==> src/hw/rtl/image_psnr_compare_macros.svh <==
// ----------------------------------------------------------------------------
// image_psnr_compare assertion macros
// Shared property shapes for the PSNR compare block.
// ----------------------------------------------------------------------------
`ifndef IMAGE_PSNR_COMPARE_MACROS_SVH
`define IMAGE_PSNR_COMPARE_MACROS_SVH

// same-cycle implication
`define IPC_ASSERT_NOW(lbl, clk, rst, ante, cons) \
   lbl: assert property (@(posedge clk) disable iff (rst) (ante) |-> (cons)) \
      else $error("ipc: same-cycle check failed");

// next-cycle implication
`define IPC_ASSERT_NEXT(lbl, clk, rst, ante, cons) \
   lbl: assert property (@(posedge clk) disable iff (rst) (ante) |=> (cons)) \
      else $error("ipc: next-cycle check failed");

`endif

==> src/hw/rtl/ipc_pkg.sv <==
// ----------------------------------------------------------------------------
// ipc_pkg
// Constants and helpers shared by the PSNR compare block.
// ----------------------------------------------------------------------------
package ipc_pkg;

   localparam int MAX_PIXELS_LOG2_DEF = 20;
   localparam int PSNR_FRAC_BITS_DEF  = 8;

   localparam int SUM_W   = 36;
   localparam int PSNR_W  = 16;
   localparam int FRAME_W = 21;
   localparam int CSR_W   = 32;
   localparam int ADDR_W  = 3;

   localparam logic [PSNR_W-1:0] THRESH_RESET = 16'd6400;

   // BT.601 in Q14
   localparam logic [13:0] GRAY_R   = 14'd4899;
   localparam logic [13:0] GRAY_G   = 14'd9617;
   localparam logic [13:0] GRAY_B   = 14'd1868;
   localparam logic [13:0] GRAY_RND = 14'd8192;

   localparam logic [15:0] PEAK_SQ        = 16'd65025;
   localparam logic [17:0] TEN_LOG10_2    = 18'd197283;

   // log2 unit
   localparam int LOG_W      = 64;
   localparam int LOG_SH_W   = 6;
   localparam int NORM_STEPS = 6;
   localparam int LOG_FRAC   = 16;
   localparam int LOG_RES_W  = LOG_SH_W + LOG_FRAC;
   localparam int MANT_W     = 31;
   localparam int CNT_W      = 4;
   localparam int PROD_W     = 42;

   function automatic logic [7:0] gray_of(input logic [7:0] b, input logic [7:0] g,
                                          input logic [7:0] r);
      logic [21:0] acc;
      acc = 22'(r) * 22'(GRAY_R) + 22'(g) * 22'(GRAY_G) + 22'(b) * 22'(GRAY_B)
            + 22'(GRAY_RND);
      return acc[21:14];
   endfunction

endpackage

==> src/hw/rtl/image_psnr_compare.sv <==
// ----------------------------------------------------------------------------
// image_psnr_compare
// Grayscale PSNR between two pixel streams, one result per frame.
// ----------------------------------------------------------------------------
// Usage:
//   req_*: one pixel pair per item (BGR bytes of each image) plus req_last on
//   the final pair of a frame. Pairs are taken one per clock; req_ready drops
//   only when a frame end finds both queue entries busy.
//   rsp_*: one item per frame: PSNR in unsigned Q8.8 dB, match against the
//   threshold register, identical flag (zero error, PSNR saturated), and the
//   pixel count.
//   Path from the last pair: 2 front stages, queue, then two log2 evaluations
//   of 6 normalize + 16 squaring steps each on one 31x31 multiplier, scale
//   and round; identical frames skip the log2, scale and round steps. The
//   shared log2 unit sets the frame rate when frames are very short.
//   A stalled rsp_ready holds the result; the back end waits, the queue
//   fills, and then req_ready drops.
//   Reset clears the accumulators, queue and result valid, and loads the
//   threshold with 25 dB.
//   APB: threshold at address 0, pready always high.
// ----------------------------------------------------------------------------
module image_psnr_compare #(
   parameter int MAX_PIXELS_LOG2 = ipc_pkg::MAX_PIXELS_LOG2_DEF,
   parameter int PSNR_FRAC_BITS  = ipc_pkg::PSNR_FRAC_BITS_DEF
) (
   input  logic                        clock,
   input  logic                        reset,
   input  logic                        req_valid,
   output logic                        req_ready,
   input  logic [7:0]                  req_a_blue,
   input  logic [7:0]                  req_a_green,
   input  logic [7:0]                  req_a_red,
   input  logic [7:0]                  req_b_blue,
   input  logic [7:0]                  req_b_green,
   input  logic [7:0]                  req_b_red,
   input  logic                        req_last,
   output logic                        rsp_valid,
   input  logic                        rsp_ready,
   output logic [ipc_pkg::PSNR_W-1:0]  rsp_psnr_db,
   output logic                        rsp_match,
   output logic                        rsp_identical,
   output logic [ipc_pkg::FRAME_W-1:0] rsp_frame_pixels,
   input  logic                        psel,
   input  logic                        penable,
   input  logic                        pwrite,
   input  logic [ipc_pkg::ADDR_W-1:0]  paddr,
   input  logic [ipc_pkg::CSR_W-1:0]   pwdata,
   output logic [ipc_pkg::CSR_W-1:0]   prdata,
   output logic                        pready
);

   localparam int TallyW = MAX_PIXELS_LOG2 + 1;
   localparam int JobW   = ipc_pkg::SUM_W + TallyW;

   logic [ipc_pkg::PSNR_W-1:0] thresh_ff, thresh_in;
   logic                       csr_sel0;

   logic                       job_push, job_full, job_pop, job_empty;
   logic [ipc_pkg::SUM_W-1:0]  push_sum;
   logic [TallyW-1:0]          push_tally;
   logic [JobW-1:0]            q_din, q_dout;

   assign pready   = 1'b1;
   assign csr_sel0 = (paddr[ipc_pkg::ADDR_W-1] == 1'b0);

   always_comb begin
      thresh_in = thresh_ff;
      if (psel && penable && pwrite && csr_sel0) begin
         thresh_in = pwdata[ipc_pkg::PSNR_W-1:0];
      end
      prdata = csr_sel0 ? ipc_pkg::CSR_W'(thresh_ff) : '0;
   end

   always_ff @(posedge clock) begin
      if (reset) begin
         thresh_ff <= ipc_pkg::THRESH_RESET;
      end else begin
         thresh_ff <= thresh_in;
      end
   end

   ipc_front #(
      .MAX_PIXELS_LOG2 (MAX_PIXELS_LOG2),
      .TALLY_W         (TallyW)
   ) u_front (
      .clock       (clock),
      .reset       (reset),
      .req_valid   (req_valid),
      .req_ready   (req_ready),
      .req_a_blue  (req_a_blue),
      .req_a_green (req_a_green),
      .req_a_red   (req_a_red),
      .req_b_blue  (req_b_blue),
      .req_b_green (req_b_green),
      .req_b_red   (req_b_red),
      .req_last    (req_last),
      .job_full    (job_full),
      .job_push    (job_push),
      .job_sum     (push_sum),
      .job_tally   (push_tally)
   );

   assign q_din = {push_sum, push_tally};

   ipc_queue #(
      .DATA_W (JobW)
   ) u_queue (
      .clock (clock),
      .reset (reset),
      .push  (job_push),
      .din   (q_din),
      .full  (job_full),
      .pop   (job_pop),
      .dout  (q_dout),
      .empty (job_empty)
   );

   ipc_back #(
      .MAX_PIXELS_LOG2 (MAX_PIXELS_LOG2),
      .PSNR_FRAC_BITS  (PSNR_FRAC_BITS),
      .TALLY_W         (TallyW)
   ) u_back (
      .clock            (clock),
      .reset            (reset),
      .job_valid        (!job_empty),
      .job_sum          (q_dout[JobW-1:TallyW]),
      .job_tally        (q_dout[TallyW-1:0]),
      .job_pop          (job_pop),
      .match_threshold  (thresh_ff),
      .rsp_valid        (rsp_valid),
      .rsp_ready        (rsp_ready),
      .rsp_psnr_db      (rsp_psnr_db),
      .rsp_match        (rsp_match),
      .rsp_identical    (rsp_identical),
      .rsp_frame_pixels (rsp_frame_pixels)
   );

endmodule

==> src/hw/rtl/ipc_front.sv <==
// ----------------------------------------------------------------------------
// ipc_front
// Gray conversion, squared difference and per-frame accumulation; hands one
// job per frame to the queue.
// ----------------------------------------------------------------------------
module ipc_front #(
   parameter int MAX_PIXELS_LOG2 = ipc_pkg::MAX_PIXELS_LOG2_DEF,
   parameter int TALLY_W         = MAX_PIXELS_LOG2 + 1
) (
   input  logic                      clock,
   input  logic                      reset,
   input  logic                      req_valid,
   output logic                      req_ready,
   input  logic [7:0]                req_a_blue,
   input  logic [7:0]                req_a_green,
   input  logic [7:0]                req_a_red,
   input  logic [7:0]                req_b_blue,
   input  logic [7:0]                req_b_green,
   input  logic [7:0]                req_b_red,
   input  logic                      req_last,
   input  logic                      job_full,
   output logic                      job_push,
   output logic [ipc_pkg::SUM_W-1:0] job_sum,
   output logic [TALLY_W-1:0]        job_tally
);
`include "image_psnr_compare_macros.svh"

   localparam logic [TALLY_W-1:0] TallyMax = TALLY_W'(1) << MAX_PIXELS_LOG2;

   logic                      s1_valid_ff, s1_valid_in;
   logic [7:0]                s1_diff_ff, s1_diff_in;
   logic                      s1_last_ff, s1_last_in;
   logic                      s2_valid_ff, s2_valid_in;
   logic [15:0]               s2_sq_ff, s2_sq_in;
   logic                      s2_last_ff, s2_last_in;
   logic [ipc_pkg::SUM_W-1:0] sum_ff, sum_in;
   logic [TALLY_W-1:0]        tally_ff, tally_in;

   logic                      adv;
   logic [7:0]                gray_a, gray_b;
   logic [ipc_pkg::SUM_W:0]   sum_add;
   logic [ipc_pkg::SUM_W-1:0] sum_nx;
   logic [TALLY_W-1:0]        tally_nx;

   // whole pipe halts only when a frame end meets a full queue
   assign adv       = !(s2_valid_ff && s2_last_ff && job_full);
   assign req_ready = adv;

   always_comb begin
      gray_a     = ipc_pkg::gray_of(req_a_blue, req_a_green, req_a_red);
      gray_b     = ipc_pkg::gray_of(req_b_blue, req_b_green, req_b_red);
      s1_diff_in = (gray_a > gray_b) ? gray_a - gray_b : gray_b - gray_a;
      s1_last_in = req_last;
      s1_valid_in = adv ? req_valid : s1_valid_ff;

      s2_sq_in    = 16'(s1_diff_ff) * 16'(s1_diff_ff);
      s2_last_in  = s1_last_ff;
      s2_valid_in = adv ? s1_valid_ff : s2_valid_ff;

      sum_add = {1'b0, sum_ff} + (ipc_pkg::SUM_W + 1)'(s2_sq_ff);
      if (tally_ff < TallyMax) begin
         tally_nx = tally_ff + TALLY_W'(1);
         sum_nx   = sum_add[ipc_pkg::SUM_W] ? '1 : sum_add[ipc_pkg::SUM_W-1:0];
      end else begin
         tally_nx = tally_ff;
         sum_nx   = sum_ff;
      end

      job_push  = adv && s2_valid_ff && s2_last_ff;
      job_sum   = sum_nx;
      job_tally = tally_nx;

      sum_in   = sum_ff;
      tally_in = tally_ff;
      if (adv && s2_valid_ff) begin
         if (s2_last_ff) begin
            sum_in   = '0;
            tally_in = '0;
         end else begin
            sum_in   = sum_nx;
            tally_in = tally_nx;
         end
      end
   end

   always_ff @(posedge clock) begin
      if (reset) begin
         s1_valid_ff <= 1'b0;
         s2_valid_ff <= 1'b0;
         sum_ff      <= '0;
         tally_ff    <= '0;
      end else begin
         s1_valid_ff <= s1_valid_in;
         s2_valid_ff <= s2_valid_in;
         sum_ff      <= sum_in;
         tally_ff    <= tally_in;
      end
   end

   always_ff @(posedge clock) begin
      if (adv) begin
         s1_diff_ff <= s1_diff_in;
         s1_last_ff <= s1_last_in;
         s2_sq_ff   <= s2_sq_in;
         s2_last_ff <= s2_last_in;
      end
   end

   `IPC_ASSERT_NOW(a_tally_bound, clock, reset, 1'b1, tally_ff <= TallyMax)
   `IPC_ASSERT_NEXT(a_frame_clear, clock, reset, job_push, (sum_ff == '0) && (tally_ff == '0))

endmodule

==> src/hw/rtl/ipc_queue.sv <==
// ----------------------------------------------------------------------------
// ipc_queue
// Two-entry job queue between accumulation and the PSNR back end.
// ----------------------------------------------------------------------------
module ipc_queue #(
   parameter int DATA_W = ipc_pkg::SUM_W + ipc_pkg::MAX_PIXELS_LOG2_DEF + 1
) (
   input  logic              clock,
   input  logic              reset,
   input  logic              push,
   input  logic [DATA_W-1:0] din,
   output logic              full,
   input  logic              pop,
   output logic [DATA_W-1:0] dout,
   output logic              empty
);

   logic [DATA_W-1:0] entry_ff [2];
   logic              wr_ptr_ff, wr_ptr_in;
   logic              rd_ptr_ff, rd_ptr_in;
   logic [1:0]        count_ff, count_in;

   always_comb begin
      full  = (count_ff == 2'd2);
      empty = (count_ff == 2'd0);
      dout  = entry_ff[rd_ptr_ff];
      wr_ptr_in = push ? ~wr_ptr_ff : wr_ptr_ff;
      rd_ptr_in = pop ? ~rd_ptr_ff : rd_ptr_ff;
      count_in  = count_ff + 2'(push) - 2'(pop);
   end

   always_ff @(posedge clock) begin
      if (reset) begin
         wr_ptr_ff <= 1'b0;
         rd_ptr_ff <= 1'b0;
         count_ff  <= 2'd0;
      end else begin
         wr_ptr_ff <= wr_ptr_in;
         rd_ptr_ff <= rd_ptr_in;
         count_ff  <= count_in;
      end
   end

   always_ff @(posedge clock) begin
      if (push) begin
         entry_ff[wr_ptr_ff] <= din;
      end
   end

endmodule

==> src/hw/rtl/ipc_back.sv <==
// ----------------------------------------------------------------------------
// ipc_back
// Per-frame PSNR: two iterative log2 evaluations, scale, round, result register.
// ----------------------------------------------------------------------------
module ipc_back #(
   parameter int MAX_PIXELS_LOG2 = ipc_pkg::MAX_PIXELS_LOG2_DEF,
   parameter int PSNR_FRAC_BITS  = ipc_pkg::PSNR_FRAC_BITS_DEF,
   parameter int TALLY_W         = MAX_PIXELS_LOG2 + 1
) (
   input  logic                        clock,
   input  logic                        reset,
   input  logic                        job_valid,
   input  logic [ipc_pkg::SUM_W-1:0]   job_sum,
   input  logic [TALLY_W-1:0]          job_tally,
   output logic                        job_pop,
   input  logic [ipc_pkg::PSNR_W-1:0]  match_threshold,
   output logic                        rsp_valid,
   input  logic                        rsp_ready,
   output logic [ipc_pkg::PSNR_W-1:0]  rsp_psnr_db,
   output logic                        rsp_match,
   output logic                        rsp_identical,
   output logic [ipc_pkg::FRAME_W-1:0] rsp_frame_pixels
);
`include "image_psnr_compare_macros.svh"

   localparam int NpixW  = 16 + TALLY_W;
   localparam int LogW   = ipc_pkg::LOG_W;
   localparam int ShW    = ipc_pkg::LOG_SH_W;
   localparam int ResW   = ipc_pkg::LOG_RES_W;
   localparam int MantW  = ipc_pkg::MANT_W;
   localparam int CntW   = ipc_pkg::CNT_W;
   localparam int ProdW  = ipc_pkg::PROD_W;
   localparam int RndSh  = 31 - PSNR_FRAC_BITS;
   localparam int OutSh  = 32 - PSNR_FRAC_BITS;

   typedef enum logic [6:0] {
      ST_IDLE  = 7'b0000001,
      ST_LOAD  = 7'b0000010,
      ST_NORM  = 7'b0000100,
      ST_FRAC  = 7'b0001000,
      ST_SCALE = 7'b0010000,
      ST_ROUND = 7'b0100000,
      ST_DONE  = 7'b1000000
   } state_type;

   state_type                   state_ff, state_in;
   logic                        rsp_valid_ff, rsp_valid_in;
   logic [ipc_pkg::SUM_W-1:0]   sum_ff, sum_in;
   logic [TALLY_W-1:0]          tally_ff, tally_in;
   logic [LogW-1:0]             x_ff, x_in;
   logic [ShW-1:0]              shift_ff, shift_in;
   logic [CntW-1:0]             cnt_ff, cnt_in;
   logic                        op_ff, op_in;
   logic [MantW-1:0]            m_ff, m_in;
   logic [ResW-1:0]             res_ff, res_in;
   logic [ResW-1:0]             logn_ff, logn_in;
   logic [ProdW-1:0]            prod_ff, prod_in;
   logic [ipc_pkg::PSNR_W-1:0]  psnr_ff, psnr_in;
   logic                        ident_ff, ident_in;
   logic [ipc_pkg::PSNR_W-1:0]  rsp_psnr_ff, rsp_psnr_in;
   logic                        rsp_match_ff, rsp_match_in;
   logic                        rsp_ident_ff, rsp_ident_in;
   logic [ipc_pkg::FRAME_W-1:0] rsp_frame_ff, rsp_frame_in;

   logic [NpixW-1:0]  npix;
   logic [ShW:0]      amt;
   logic [LogW-1:0]   top;
   logic [LogW-1:0]   xn;
   logic [ShW-1:0]    shn;
   logic [2*MantW-1:0] sq;
   logic [MantW:0]    t;
   logic [ResW-1:0]   res_nx;
   logic [MantW-1:0]  m_nx;
   logic signed [ResW:0] dl;
   logic [ProdW-1:0]  p_rnd;
   logic [ProdW-1:0]  p_out;

   always_comb begin
      state_in     = state_ff;
      sum_in       = sum_ff;
      tally_in     = tally_ff;
      x_in         = x_ff;
      shift_in     = shift_ff;
      cnt_in       = cnt_ff;
      op_in        = op_ff;
      m_in         = m_ff;
      res_in       = res_ff;
      logn_in      = logn_ff;
      prod_in      = prod_ff;
      psnr_in      = psnr_ff;
      ident_in     = ident_ff;
      rsp_valid_in = rsp_valid_ff && !rsp_ready;
      rsp_psnr_in  = rsp_psnr_ff;
      rsp_match_in = rsp_match_ff;
      rsp_ident_in = rsp_ident_ff;
      rsp_frame_in = rsp_frame_ff;
      job_pop      = 1'b0;

      npix = NpixW'(ipc_pkg::PEAK_SQ) * NpixW'(tally_ff);

      // one binary-search step of the leading-zero normalize
      amt = (ShW + 1)'(1) << cnt_ff[2:0];
      top = x_ff >> ((ShW + 1)'(LogW) - amt);
      if (top == '0) begin
         xn  = x_ff << amt;
         shn = shift_ff + amt[ShW-1:0];
      end else begin
         xn  = x_ff;
         shn = shift_ff;
      end

      // one squaring step: mantissa in Q30, range [1,2)
      sq = (2*MantW)'(m_ff) * (2*MantW)'(m_ff);
      t  = sq[2*MantW-1:MantW-1];
      if (t[MantW]) begin
         res_nx = res_ff | (ResW'(1) << cnt_ff);
         m_nx   = t[MantW:1];
      end else begin
         res_nx = res_ff;
         m_nx   = t[MantW-1:0];
      end

      dl    = $signed({1'b0, logn_ff}) - $signed({1'b0, res_ff});
      p_rnd = prod_ff + (ProdW'(1) << RndSh);
      p_out = p_rnd >> OutSh;

      unique case (state_ff)
         ST_IDLE: begin
            if (job_valid) begin
               job_pop  = 1'b1;
               sum_in   = job_sum;
               tally_in = job_tally;
               if (job_sum == '0) begin
                  psnr_in  = '1;
                  ident_in = 1'b1;
                  state_in = ST_DONE;
               end else begin
                  ident_in = 1'b0;
                  state_in = ST_LOAD;
               end
            end
         end
         ST_LOAD: begin
            x_in     = LogW'(npix);
            shift_in = '0;
            cnt_in   = CntW'(ipc_pkg::NORM_STEPS - 1);
            op_in    = 1'b0;
            state_in = ST_NORM;
         end
         ST_NORM: begin
            x_in     = xn;
            shift_in = shn;
            if (cnt_ff == '0) begin
               m_in     = xn[LogW-1 -: MantW];
               res_in   = {~shn, {ipc_pkg::LOG_FRAC{1'b0}}};
               cnt_in   = CntW'(ipc_pkg::LOG_FRAC - 1);
               state_in = ST_FRAC;
            end else begin
               cnt_in = cnt_ff - CntW'(1);
            end
         end
         ST_FRAC: begin
            m_in   = m_nx;
            res_in = res_nx;
            if (cnt_ff == '0) begin
               if (!op_ff) begin
                  logn_in  = res_nx;
                  op_in    = 1'b1;
                  x_in     = LogW'(sum_ff);
                  shift_in = '0;
                  cnt_in   = CntW'(ipc_pkg::NORM_STEPS - 1);
                  state_in = ST_NORM;
               end else begin
                  state_in = ST_SCALE;
               end
            end else begin
               cnt_in = cnt_ff - CntW'(1);
            end
         end
         ST_SCALE: begin
            if (dl[ResW] || (dl == '0)) begin
               psnr_in  = '0;
               state_in = ST_DONE;
            end else begin
               prod_in  = ProdW'(dl[ResW-1:0]) * ProdW'(ipc_pkg::TEN_LOG10_2);
               state_in = ST_ROUND;
            end
         end
         ST_ROUND: begin
            psnr_in  = (p_out > ProdW'({ipc_pkg::PSNR_W{1'b1}})) ? '1
                       : p_out[ipc_pkg::PSNR_W-1:0];
            state_in = ST_DONE;
         end
         ST_DONE: begin
            if (!rsp_valid_ff || rsp_ready) begin
               rsp_valid_in = 1'b1;
               rsp_psnr_in  = psnr_ff;
               rsp_match_in = psnr_ff > match_threshold;
               rsp_ident_in = ident_ff;
               rsp_frame_in = ipc_pkg::FRAME_W'(tally_ff);
               state_in     = ST_IDLE;
            end
         end
         default: begin
            state_in = ST_IDLE;
         end
      endcase
   end

   always_ff @(posedge clock) begin
      if (reset) begin
         state_ff     <= ST_IDLE;
         rsp_valid_ff <= 1'b0;
      end else begin
         state_ff     <= state_in;
         rsp_valid_ff <= rsp_valid_in;
      end
   end

   always_ff @(posedge clock) begin
      sum_ff       <= sum_in;
      tally_ff     <= tally_in;
      x_ff         <= x_in;
      shift_ff     <= shift_in;
      cnt_ff       <= cnt_in;
      op_ff        <= op_in;
      m_ff         <= m_in;
      res_ff       <= res_in;
      logn_ff      <= logn_in;
      prod_ff      <= prod_in;
      psnr_ff      <= psnr_in;
      ident_ff     <= ident_in;
      rsp_psnr_ff  <= rsp_psnr_in;
      rsp_match_ff <= rsp_match_in;
      rsp_ident_ff <= rsp_ident_in;
      rsp_frame_ff <= rsp_frame_in;
   end

   assign rsp_valid        = rsp_valid_ff;
   assign rsp_psnr_db      = rsp_psnr_ff;
   assign rsp_match        = rsp_match_ff;
   assign rsp_identical    = rsp_ident_ff;
   assign rsp_frame_pixels = rsp_frame_ff;

   `IPC_ASSERT_NOW(a_ident_sat, clock, reset, rsp_valid_ff && rsp_ident_ff,
                   rsp_psnr_ff == {ipc_pkg::PSNR_W{1'b1}})
   `IPC_ASSERT_NOW(a_mant_norm, clock, reset, state_ff == ST_FRAC, m_ff[MantW-1])

endmodule
==> config.mk <==
export PLATFORM = sky130hd
export DESIGN_NAME = image_psnr_compare
export DESIGN_NICKNAME = d
export VERILOG_FILES = /design/src/hw/rtl/ipc_pkg.sv /design/src/hw/rtl/image_psnr_compare.sv /design/src/hw/rtl/ipc_front.sv /design/src/hw/rtl/ipc_queue.sv /design/src/hw/rtl/ipc_back.sv
export VERILOG_INCLUDE_DIRS = /design/src /design/src/hw/rtl
export SDC_FILE = /design/constraint.sdc
export NUM_CORES = 2
export LEC_CHECK = 0
export ABC_AREA = 1
export BUFFER_PORTS_ARGS = -buffer_cell sky130_fd_sc_hd__buf_4
export CORE_MARGIN = 8
export CORE_UTILIZATION = 25
export DETAILED_ROUTE_END_ITERATION = 12
export GPL_TIMING_DRIVEN = 0
export PLACE_DENSITY = 0.39
export SYNTH_ARGS = -nofsm -noshare
export SYNTH_HDL_FRONTEND = slang
export SYNTH_SLANG_ARGS = --single-unit
==> constraint.sdc <==
create_clock -name clock -period 25.6 [get_ports clock]
set_input_delay 3.84 -clock clock [delete_from_list [all_inputs] [get_ports clock]]
set_output_delay 3.84 -clock clock [all_outputs]
set_load 0.1 [all_outputs]
Word level (Yosys, flattened, before mapping)
Memories as Yosys holds them, arrays and structs flattened. A register that Yosys moved wholly into a read port is not among the register bits.
Index checks and enable logic that the tools add are counted.

word-level totals
  register bits after elaboration = 416
  bits in writable memories = 114
  bits of input ports = 91
  output and inout port bits = 74
  word-level logic and storage cells = 174
  memories = 1

memories
  memory            depth  width  read ports  clocked after Yosys merged registers in  write ports  RTL line         text
  u_queue.entry_ff  2      57     1           1                                        1            ipc_queue.sv:18  logic [DATA_W-1:0] entry_ff [2];

cells by class
  add/sub/neg operators = 17
  multiply operators = 10
  $lt $le $gt $ge = 4
  equal/unequal tests = 17
  shift-type cells = 4
  muxes and demuxes = 49
  bitwise operators = 8
  reductions and logical operators = 33

operator list
  operator                  number
  $mux W64                  3
  $pmux W64 S3              1
  $mux W36                  3
  $mux W16                  5
  $logic_not A64 Y1         1
  $shl A64 B7 Y64           1
  $shr A64 B7 Y64           1
  $mul A31 B31 Y62          1
  $mux W31                  2
  $pmux W31 S2              1
  $pmux W7 S7               1
  $pmux W16 S3              1
  $add A21 B22 Y22          2
  $add A22 B14 Y22 const B  2
  $add A22 B19 Y22          2
  $mul A8 B14 Y22 const B   2
  $mux W22                  2
  $pmux W22 S2              1
  $mul A8 B13 Y21 const B   2
  $mux W21                  2
  $mux W7                   6
  $add A40 B24 Y41 const B  1
  $mul A22 B18 Y40 const B  1
  $add A36 B16 Y37          1
  51 further kinds          97

Depth between registers and ports, before layout
  depth after elaboration = 8
  mapped depth = 48
  depth with buffers taken out = 48

Cells and area by module
From an unflattened synthesis, not the netlist that was laid out.

second synthesis, totals
  cells, all modules = 9754
  area total of the unflattened synthesis = 81215.4 µm²

modules (own cells, without submodules)
  module              instances  cells each  area each (µm²)  sequential area each (µm²)
  ipc_back            1          7057        57525.2          8568.2
  ipc_front           1          2332        18206.2          1931.9
  ipc_queue           1          208         4456.8           3523.4
  image_psnr_compare  1          157         1027.2           320.3

Worst setup path before layout
Ideal clock, no wire load.

  path kind = input port to flip-flop
  start point = in req_b_blue[5]
  end point = reg u_front.s1_diff_ff[5] (data pin)
  setup time = 0.260 ns
  arrival time = 12.036 ns
  data required time = 25.340 ns
  setup slack = 13.304 ns
  cell stages on the path = 40
  buffers on the path = 0
  cells stage by stage = ha_1 ha_1 inv_1 fa_1 fa_1 inv_1 ha_1 inv_1 o31ai_1 nand2_1 nand2_1 a21oi_1 o21ai_0 xnor2_1 inv_1 ha_1 ha_1 fa_1 [... 4 more ...] ha_1 nand2_1 o21ai_0 o21bai_1 xor2_1 inv_1 fa_1 inv_1 o21ai_0 nand2_1 nand2_1 a21oi_1 nor2_1 o22ai_1 mux2i_1 nor2_1 or2_2 xor2_1

between the ends
  word-level cells in the longest chain between the ends = 5
  elaborated cells on any way between the ends = 7
  those cells by class = 4 x add/sub; 1 x mul; 1 x order compare; 1 x mux

ends and longest elaborated chain
  item                                                  RTL line                  text
  start, declared                                       image_psnr_compare.sv:33  input logic [7:0] req_b_blue,
  $mul A8 B9 Y17 (*)                                    ipc_pkg.sv:40             acc = 22'(r) * 22'(GRAY_R) + 22'(g) * 22'(GRAY_G) + 22'(b) * 22'(GRAY_B)
  $add A22 B19 Y22 (*)                                  ipc_pkg.sv:40
  $add A22 B14 Y22 (*)                                  ipc_pkg.sv:41             + 22'(GRAY_RND);
  $sub A8 B8 Y8 / $gt A8 B8 Y1 (equally long branches)  ipc_front.sv:52           s1_diff_in = (gray_a > gray_b) ? gray_a - gray_b : gray_b - gray_a;
  $mux W8 (*)                                           ipc_front.sv:52
  net u_front.s1_diff_in[5]                             ipc_front.sv:31           logic [7:0] s1_diff_ff, s1_diff_in;
  end signal, assigned                                  ipc_front.sv:102          s1_diff_ff <= s1_diff_in;
  end, declared                                         ipc_front.sv:31

The timed path passes the listed nets; every way through them passes the cells marked *.
A chain may end at the register's enable or synchronous reset.

Worst setup path after layout
Same ends and word-level chain as after synthesis.

==> summary.txt <==
Logic synthesis
  – Ys flop type: edfxtp_1
  – Synth top cells by count: inv_1 (2,362), nand2_1 (2,042), fa_1 (1,113), ha_1 (962), nand3_1 (697)
  – Async set-reset flop share out of synthesis: 0%
  – Sequential share of the synthesized area: 17.6%
  – Syn. warnings: 0
  – Cell with the most instances after synthesis: inv_1
  – Post-synth EDFFs: 419
  – Post-synth top area share: 27.3%
  – Syn Area/Cell: 8.18 um^2
  – Top cells by area, synth: fa_1 (27%), edfxtp_1 (15%), ha_1 (15%)
  – Synth Register Bits: 507
  – Mapped Area: 81,500 um^2
  – Mapped Cells: 9,956
  – Yosys top cell by area: fa_1
  – Synth unique cells: 61

Critical path
  – Top Family by Delay on Critical Path: adder cells
  – Crit path capture type: register
  – Worst path bufs/invs: 9
  – CP Launch Type: input port
  – Critical path type: in2reg
  – Critical Path AT: 13.47 ns
  – Critical-path top delay cell: o22ai_1
  – Critical path peak fanout: 10
  – Req. time, crit path: 26.03 ns
  – CP max stage delay: roughly 0.66 ns
  – Worst path most repeated cell: inv_1

Placed design
  – DPL Wire Length: 247 mm
  – Port buffer count: roughly 130
  – Routability cong.: 0.922

STA
  – Final Cycle Share: roughly half
  – Setup tns final: 0 ns
  – Final setup fails: 0
  – Hold Vio Cnt, Final: 0
  – Period minus WS final: 13.05 ns
  – Slew Viols, Final: 0
  – Max Freq: 0.0766 GHz
  – Slew headroom: 0.847%
  – Worst Tran Pin Value: approximately 1.5 ns
  – Clock skew: 0.0475 ns
  – Unrepaired setup endpoints after global routing: no

CTS
  – Root Driver: clkbuf_16
  – # Post-CTS Setup Buffers: 0
  – CTS buffer count: 66
  – Clk Latency, worst-skew pair: ~0.7 ns
  – Clk pin slew, worst setup/hold paths: 0.06 ns
  – Post-CTS sizing: 0
  – Hold-fix buffer count after cts: 0
  – H-tree depth: 3
  – CTS tree: done
  – CTS Sinks: 507
  – Clock tree buffer depth: 3

Worst hold path
  – Worst hold path type: reg2reg

Drt
  – Wire per inst: 19.9 um
  – # DRC: 0
  – Routed Antenna Nets: 0
  – Via-to-Cell Ratio: 4.49
  – Post-Route WL: 290 mm
  – Pre-Repair DR Iteration Count: 6
  – DR iter-0 viols: between 3,000 and 4,000
  – Via count: between 60,000 and 70,000

Floorplan
  – Placeable Area: between 300,000 and 400,000 um^2
  – Die Y: 587 um
  – Rows: roughly 210
  – Initial Util: 25.1%
  – Die W: 587 um
  – Die Footprint: approximately 340,000 um^2
  – I/O pin total: about 170

GRT
  – First-pass GRT wire length: 441 mm
  – Grt total ovfl: 0
  – Vias in the first global route: slightly above 70,000
  – Global Route Usage Sum: between 10% and 20%
  – Largest net degree at the start of global routing: 38
  – Antenna violations before repair: 4

Cells and area
  – Final net count: ~12,000
  – Layout fillers: 35,500
  – Synth-to-layout area growth: 11.0%
  – Share of layout cells above drive strength 1: 4.70%

Run status
  – Outcome: finished, final reports clean

Run
  – Max_cap viols: 0
## cells by family (layout without fill, tap and decap cells)
family,after synthesis,in the layout,synth area share (%)
fa+ha+maj,2075,2075,42.1
simple gates,3388,3388,17.5
flops,507,507,17.6
compound gates,972,972,6.59
mux,83,83,1.10
other cells,2,18,0.00922
buf+inv,2720,2979,12.8
xor+xnor,209,209,2.27
## sequential cells by signal (all words and copies together) (netlist names), 7 cells and up, named ones only
name and cells:
u_queue.entry_ff 114, u_back.res_ff 22, u_back.logn_ff 22, u_back.rsp_psnr_db 16, u_back.tally_ff 21, u_back.state_ff 7
u_front.s1_diff_ff 8, u_front.tally_ff 21, u_back.m_ff 31, u_back.psnr_ff 16, u_back.x_ff 64, u_front.sum_ff 36
thresh_ff 16, u_front.s2_sq_ff 15, u_back.prod_ff 17, u_back.sum_ff 36, u_back.rsp_frame_pixels 21
## metal layers
metal  vias up  share of wire, %  wire [um]  global-route usage, %
li1      31400                 -          -                      -
met4         2               2.6       7520                   3.97
met2      1331                50     145000                   30.1
met3       288               3.6      10300                   1.56
met1     32400                44     127000                   21.4
met5         -            0.0041         12                      0
## cell type report
| type | instances | area, um^2 | share of cell area (%) |
|---|---|---|---|
| antenna | 1 | 2.50 | 0.00277 |
| buffer | 346 | 1530 | 1.69 |
| clock buffer | 82 | 1750 | 1.94 |
| clock inverter | 39 | 495 | 0.548 |
| inverter | 2374 | 8920 | 9.86 |
| multi-input combinational | 6744 | 56800 | 62.8 |
| sequential | 507 | 14300 | 15.9 |
| tap | 4325 | 5410 | 5.99 |
| timing repair buffer | 138 | 1160 | 1.28 |
## final timing paths
check | cells after the start | to | start | slack, ns
hold / removal | 0 | u_front.s2_last_ff$_DFFE_PN_ | u_front.s1_last_ff$_DFFE_PN_ | 0.43
hold reg to reg | 0 | u_front.s2_last_ff$_DFFE_PN_ | u_front.s1_last_ff$_DFFE_PN_ | 0.43
setup / recovery | 41 | u_front.s1_diff_ff[5]$_DFFE_PN_ | req_b_blue[5] | 12.55
setup reg to reg | 35 | u_back.m_ff[16]$_DFFE_PP_ | u_back.m_ff[16]$_DFFE_PP_ | 14.54
## placed cells by master (no fill, tap or decap), types with 66 or more instances in the layout
master     count
inv_1       2361
nand2_1     2042
fa_1        1113
ha_1         962
nand3_1      697
edfxtp_1     419
a21oi_1      412
nor2_1       380
o21ai_0      356
clkbuf_1     230
buf_4        161
xor2_1       125
nand4_1      104
dfxtp_1       88
xnor2_1       83
clkbuf_16     66
## per-stage QoR
| step | area [um^2] | hold WS, ns | cells | setup slack, ns | utilization (%) |
|---|---|---|---|---|---|
| after floorplan | 81500 | 0.400 | 9971 | 13.30 | - |
| after global placement | 87900 | 0.418 | 14400 | 11.64 | 27.1 |
| after detailed placement | 88200 | 0.422 | 14400 | 11.70 | 27.2 |
| after CTS | 90400 | 0.437 | 14600 | 12.42 | 27.9 |
| after global routing | 90400 | 0.439 | 14600 | 11.85 | 27.9 |
| final | 90400 | 0.430 | 14600 | 12.55 | 27.9 |
Power is not shown: default switching activity piles up to over one toggle a cycle in this logic, so the estimate is an artifact.
